File: config.mk
export PLATFORM = sky130hd
export DESIGN_NAME = isb_coord
export DESIGN_NICKNAME = d
export VERILOG_FILES = /design/src/sv/isb_pkg.sv /design/src/sv/isb_coord.sv
export SDC_FILE = /design/constraint.sdc
export NUM_CORES = 2
export LEC_CHECK = 0
export BUFFER_PORTS_ARGS = -buffer_cell sky130_fd_sc_hd__buf_2
export CAP_MARGIN = 10
export CORE_ASPECT_RATIO = 0.5
export CORE_MARGIN = 2
export CORE_UTILIZATION = 40
export DETAILED_ROUTE_END_ITERATION = 16
export GPL_ROUTABILITY_DRIVEN = 0
export GPL_TIMING_DRIVEN = 1
export HOLD_SLACK_MARGIN = 0.12
export SYNTH_ARGS = -nofsm -noshare
export SYNTH_HDL_FRONTEND = slang
export SYNTH_SLANG_ARGS = --single-unit
File: constraint.sdc
create_clock -name clk_i -period 13 [get_ports clk_i]
set_input_delay 2.6 -clock clk_i [delete_from_list [all_inputs] [get_ports clk_i]]
set_output_delay 2.6 -clock clk_i [all_outputs]
set_load 0.005 [all_outputs]
File: src/sv/isb_pkg.sv
package isb_pkg;

  localparam int unsigned MaxWidth  = 512;
  localparam int unsigned MaxHeight = 512;
  localparam int unsigned FracBits  = 16;

  localparam int unsigned ColBits      = $clog2(MaxWidth);
  localparam int unsigned RowBits      = $clog2(MaxHeight);
  localparam int unsigned IndexBits    = 12;
  localparam int unsigned StepBits     = 24;
  localparam int unsigned SizeBits     = 10;
  localparam int unsigned PosBits      = IndexBits + StepBits;
  localparam int unsigned PixelBits    = 24;
  localparam int unsigned BankAddrBits = ColBits + RowBits - 2;
  localparam int unsigned BankDepth    = 1 << BankAddrBits;
  localparam int unsigned WeightBits   = 2 * FracBits + 1;
  localparam int unsigned ProdBits     = 2 * FracBits + 8;
  localparam int unsigned CfgIndexBits = 3;
  localparam int unsigned CfgDataBits  = 24;

  localparam logic [CfgIndexBits-1:0] CfgSourceWidth  = 3'd0;
  localparam logic [CfgIndexBits-1:0] CfgSourceHeight = 3'd1;
  localparam logic [CfgIndexBits-1:0] CfgColumnStep   = 3'd2;
  localparam logic [CfgIndexBits-1:0] CfgRowStep      = 3'd3;
  localparam logic [CfgIndexBits-1:0] CfgColorMode    = 3'd4;

  localparam logic ActLoad    = 1'b0;
  localparam logic ActRequest = 1'b1;

  typedef struct packed {
    logic                 action;
    logic [IndexBits-1:0] row_index;
    logic [IndexBits-1:0] column_index;
    logic [7:0]           channel_zero;
    logic [7:0]           channel_one;
    logic [7:0]           channel_two;
  } item_t;

  typedef struct packed {
    logic [7:0] out_channel_zero;
    logic [7:0] out_channel_one;
    logic [7:0] out_channel_two;
  } result_t;

  typedef struct packed {
    logic [SizeBits-1:0] source_width;
    logic [SizeBits-1:0] source_height;
    logic [StepBits-1:0] column_step;
    logic [StepBits-1:0] row_step;
    logic                color_mode;
  } cfg_t;

  // Mapped coordinates for a request, or the write beat for a load.
  typedef struct packed {
    logic                 valid;
    logic                 action;
    logic [IndexBits-1:0] row_index;
    logic [IndexBits-1:0] column_index;
    logic [PixelBits-1:0] pixel;
    logic [RowBits-1:0]   top;
    logic [RowBits-1:0]   bottom;
    logic [ColBits-1:0]   left;
    logic [ColBits-1:0]   right;
    logic [FracBits-1:0]  frac_col;
    logic [FracBits-1:0]  frac_row;
  } coord_t;

  typedef struct packed {
    logic                          valid;
    logic [FracBits-1:0]           frac_col;
    logic [FracBits-1:0]           frac_row;
    logic                          top_par;
    logic                          bottom_par;
    logic                          left_par;
    logic                          right_par;
    logic [3:0][PixelBits-1:0]     bank_data;
  } tap_t;

endpackage

File: src/sv/isb_coord.sv
module isb_coord (
  input  logic           clk_i,
  input  logic           rst_ni,
  input  logic           start_i,
  input  isb_pkg::item_t item_i,
  input  isb_pkg::cfg_t  cfg_i,
  output isb_pkg::coord_t coord_o
);

  logic                              s1_valid_q;
  isb_pkg::item_t                    s1_item_q;
  logic                              s2_valid_q;
  isb_pkg::item_t                    s2_item_q;
  logic [isb_pkg::PosBits-1:0]       pos_col_q, pos_row_q;
  logic [isb_pkg::SizeBits-1:0]      width_eff, height_eff;
  logic [isb_pkg::PosBits-1:0]       last_col, last_row, clip_col, clip_row;
  logic [isb_pkg::FracBits-1:0]      fc, fr;
  logic [isb_pkg::ColBits-1:0]       lo_col;
  logic [isb_pkg::RowBits-1:0]       lo_row;
  isb_pkg::coord_t                   coord_d, coord_q;

  always_comb begin
    width_eff = cfg_i.source_width;
    if (cfg_i.source_width == '0) begin
      width_eff = isb_pkg::SizeBits'(1);
    end else if (cfg_i.source_width > isb_pkg::SizeBits'(isb_pkg::MaxWidth)) begin
      width_eff = isb_pkg::SizeBits'(isb_pkg::MaxWidth);
    end
    height_eff = cfg_i.source_height;
    if (cfg_i.source_height == '0) begin
      height_eff = isb_pkg::SizeBits'(1);
    end else if (cfg_i.source_height > isb_pkg::SizeBits'(isb_pkg::MaxHeight)) begin
      height_eff = isb_pkg::SizeBits'(isb_pkg::MaxHeight);
    end
    last_col = isb_pkg::PosBits'(width_eff - 1'b1) << isb_pkg::FracBits;
    last_row = isb_pkg::PosBits'(height_eff - 1'b1) << isb_pkg::FracBits;
    clip_col = (pos_col_q > last_col) ? last_col : pos_col_q;
    clip_row = (pos_row_q > last_row) ? last_row : pos_row_q;
    fc     = clip_col[isb_pkg::FracBits-1:0];
    fr     = clip_row[isb_pkg::FracBits-1:0];
    lo_col = clip_col[isb_pkg::FracBits+isb_pkg::ColBits-1:isb_pkg::FracBits];
    lo_row = clip_row[isb_pkg::FracBits+isb_pkg::RowBits-1:isb_pkg::FracBits];

    coord_d.valid        = s2_valid_q;
    coord_d.action       = s2_item_q.action;
    coord_d.row_index    = s2_item_q.row_index;
    coord_d.column_index = s2_item_q.column_index;
    coord_d.pixel        = {s2_item_q.channel_two, s2_item_q.channel_one,
                            s2_item_q.channel_zero};
    coord_d.left         = lo_col;
    coord_d.right        = lo_col + isb_pkg::ColBits'(fc != '0);
    coord_d.top          = lo_row;
    coord_d.bottom       = lo_row + isb_pkg::RowBits'(fr != '0);
    coord_d.frac_col     = fc;
    coord_d.frac_row     = fr;
  end

  always_ff @(posedge clk_i or negedge rst_ni) begin
    if (!rst_ni) begin
      s1_valid_q <= 1'b0;
      s2_valid_q <= 1'b0;
      coord_q    <= '0;
    end else begin
      s1_valid_q <= start_i;
      s2_valid_q <= s1_valid_q;
      coord_q    <= coord_d;
    end
  end

  always_ff @(posedge clk_i) begin
    s1_item_q <= item_i;
    s2_item_q <= s1_item_q;
    pos_col_q <= isb_pkg::PosBits'(s1_item_q.column_index)
               * isb_pkg::PosBits'(cfg_i.column_step);
    pos_row_q <= isb_pkg::PosBits'(s1_item_q.row_index)
               * isb_pkg::PosBits'(cfg_i.row_step);
  end

  assign coord_o = coord_q;

endmodule

==> summary.md <==
| Metric | Value |
|---|---|
| Seq cells post-synth | 290 |
| Initial antenna violation count | 0 |
| Core area | 0.0650 sq mm |
| Synth area leader | fa_1 |
| Clk Tree Root Cell | clkbuf_16 |
| Syn_area_per_cell | 9.79 sq um |
| Most common cell after layout, fill and taps aside | inv_1 |
| Antenna Nets Post-Route | 0 |
| Status | finished, final reports clean |
| Slew Limit Fails | 0 |
| Top Metal Used | met4 |
| Critical Path, Cell by Cell | buf_2 > nor4_1 > a21oi_1 > or2_2 > ha_1 > o21ai_0 > nor2_1 > nand2_1 > ha_1 > nand4_1 > nor4_1 > o21a_1 > a211oi_1 > a21oi_4 > nand2_1 > o21ai_0 > ha_1 > nor3b_1 > nand2_1 > nor4_1 > mux2i_1 > xnor2_1 |
| Met2 WL | 32000 um |
| Crit-path max FO | 36 |
| Synthesized cell area | 0.0263 sq mm |
| Total GRT Usage | 0.183 |
| Worst slew margin relative to its limit | 0.243 |
| Vias in the first global route | 19700 |
| CTS tree | built |
| Share of cells above drive strength 1 | 0.115 |
| Startpoint Class | primary input |
| Tightest Hold Check Type | flop to flop |
| CP arrival | 8.19 ns |
| Met1 Routed Length | 25000 um |
| Pleak | 14.6 nW |
| Sequential element share of the synthesized area | 0.244 |
| # resized after CTS | 0 |
| Final nets | 3620 |
| DRC violations left | 0 |
| Worst path top cell family by delay | simple AND/OR/NAND/NOR gates |
| Max VDD drop | 188 uV |
| DR WL/cell | 16.0 um |
| CP Class | primary input to flop |
| Synth top area share | 0.335 |
| # IOs | 239 |
| Chip height | 185 um |
| Routed length on met3 | 2450 um |
| Post-CTS setup buffer count | 0 |
| Synth warnings | 0 |
| Max clock buf depth | 3 |
| Rows | 66 |
| Placed cell area | 0.0283 sq mm |
| Total CTS buffers | 30 |
| H-tree depth | 1 |
| I/O Buffers | 237 |
| Pwr per Cell Area | 258 mW/mm^2 |
| FMAX | 130 MHz |
| Vias/cell | 4.87 |
| Chip width | 367 um |
| CTS sink count | 290 |
| Ys flop type | dfxtp_1 |
| WL final | 60500 um |
| Design area | 0.0294 sq mm |
| TritonRoute pass-1 iters | 5 |
| DR vias | 18400 |
| TNS Setup | 0 ns |
| Largest net degree at the start of global routing | 66 |
| Area Overhead vs Synth | 11.9% |
| Period Utilization, post-route | 0.592 |
| Synth async-reset ratio | 0.414 |
| DIE AREA | 0.0679 sq mm |
| Global-route wire length before repair | 99900 um |
| Synth cell types | 65 |
| Post-cts hold buffer count | 0 |
| RSZ-0062 raised after global routing | false |
| Clock Skew | 0.0178 ns |
| Commonest cells after routing, fill and taps aside | 452 x inv_1, 444 x nand2_1, 440 x fa_1 |
| Filler Cells Inserted | 6209 |
| Starting Density | 0.405 |
| Skew-Pair Late Insertion Delay | 0.62 ns |
| Number of max-cap violations | 0 |
| Grt total ovfl | 0 |
| CP Buf/Inv Count | 1 |
| Final min period | 7.70 ns |
| Reg clk slew, reported paths | 0.07 ns |
| Final setup vio count | 0 |
| EDFF count, synth | 0 |
| Cells after Synth | 2685 |
| Detailed placement HPWL | 47400 um |
| Diode count | 0 |
| Critical path's largest stage delay | 0.78 ns |
| Endpoints failing hold | 0 |
| Critical Path RT | 13.49 ns |
| Slowest CP cell | a21oi_4 |
| Top cells by area, synth | fa_1 34%, dfxtp_1 13%, dfrtp_1 11%, ha_1 9.2%, inv_1 6.5% |
| Worst Max-Slew Pin Slew | 1.13 ns |
| Starting DRC count in detailed routing | 866 |
| Crit end category | flop |
stage by stage:
| stage | hold slack (ns) | cells | utilization | worst slack, ns | total power, W |
|---|---|---|---|---|---|
| 2_1_floorplan | 0.310 | 2686 | - | 5.38 | 0.00537 |
| 3_3_place_gp | 0.310 | 3717 | 0.436 | 4.80 | 0.00665 |
| 6_report | 0.318 | 3773 | 0.453 | 5.30 | 0.00760 |
| 4_1_cts | 0.317 | 3773 | 0.453 | 5.35 | 0.00772 |
| 3_5_place_dp | 0.313 | 3717 | 0.436 | 4.71 | 0.00673 |
| 5_1_grt | 0.328 | 3773 | 0.453 | 4.55 | 0.00848 |
where the power goes:
group,switching (W),internal (W),leakage [nW]
logic,0.00304,0.00232,11.2
registers,0.0000973,0.00120,2.87
clock network,0.000405,0.000537,0.525
total,0.00354,0.00406,14.6
cells by family (layout without fill, tap and decap cells):
| group | after synthesis | count (layout) | synth area share |
|---|---|---|---|
| AO/OA/AOI/OAI | 237 | 237 | 0.0604 |
| XOR/XNOR | 69 | 69 | 0.0230 |
| adder cells (fa/ha/maj) | 634 | 634 | 0.427 |
| buffers and inverters | 564 | 767 | 0.0807 |
| flip-flops | 290 | 290 | 0.244 |
| multiplexers | 18 | 18 | 0.00757 |
| other | 1 | 2 | 0.000143 |
| AND/OR/NAND/NOR | 872 | 872 | 0.157 |
final cells by class:
type	count	area, sq um	area share
Inverter	452	1700	0.0576
Clock buffer	36	813	0.0276
Sequential cell	290	6410	0.218
Clock inverter	20	274	0.00931
Timing Repair Buffer	259	1360	0.0461
Tap cell	884	1110	0.0376
Multi-Input combinational cell	1832	17800	0.604
final timing paths:
kind | startpoint | endpoint | slack, ns | depth (start not counted)
max in group asynchronous | rst_ni | coord_o[72] | 9.71 | 2
min in group asynchronous | rst_ni | coord_o[112] | 1.96 | 1
max reg2reg | s1_item_q[43] | pos_row_q[35] | 6.81 | 18
min reg2reg | coord_d[108] | coord_o[108] | 0.32 | 0
max | cfg_i[64] | coord_o[39] | 5.30 | 22
min | coord_d[108] | coord_o[108] | 0.32 | 0
layer usage:
| layer | track usage | vias up |
|---|---|---|
| met3 | 0.0309 | 73 |
| met5 | 0 | - |
| li1 | - | 8623 |
| met4 | 0.0415 | 0 |
| met1 | 0.218 | 9367 |
| met2 | 0.345 | 316 |
state kept, by name (all words and copies together), names as in the netlist:
name,count
coord_o,118
coord_d,49
s1_item_q,49
pos_col_q,36
pos_row_q,36
s1_valid_q,1
s2_valid_q,1
worst reg2reg max path, stage by stage, from the launching register on:
cell and delay [ns]:
dfxtp_1 0.98, nand2_1 0.19, fa_1 0.52, fa_1 0.54, inv_1 0.05, fa_1 0.48
inv_1 0.05, fa_1 0.48, inv_1 0.05, fa_1 0.43, ha_1 0.36, a21o_1 0.22
a221oi_2 0.31, nand3_1 0.13, a21oi_2 0.21, o31ai_1 0.21, a41o_1 0.32, or4_1 0.51
nand3_1 0.10
cell usage after synthesis, types with 4 or more instances:
cell	n
a211oi_1	12
a21o_1	44
a21oi_1	63
a31oi_1	11
and2_1	200
and3_1	15
and4_1	4
clkbuf_1	108
dfrtp_1	120
dfxtp_1	170
fa_1	440
ha_1	194
inv_1	452
mux2_2	5
mux2i_1	12
nand2_1	444
nand2b_1	13
nand3_1	37
nand4_1	17
nor2_1	70
nor2b_1	28
nor3_1	13
nor4_1	15
o2111ai_1	4
o211ai_1	5
o21a_1	11
o21ai_0	36
o21bai_1	6
o31ai_1	8
or2_2	5
xnor2_1	44
xor2_1	25
No activity file was read; power rests on OpenSTA's default activity.
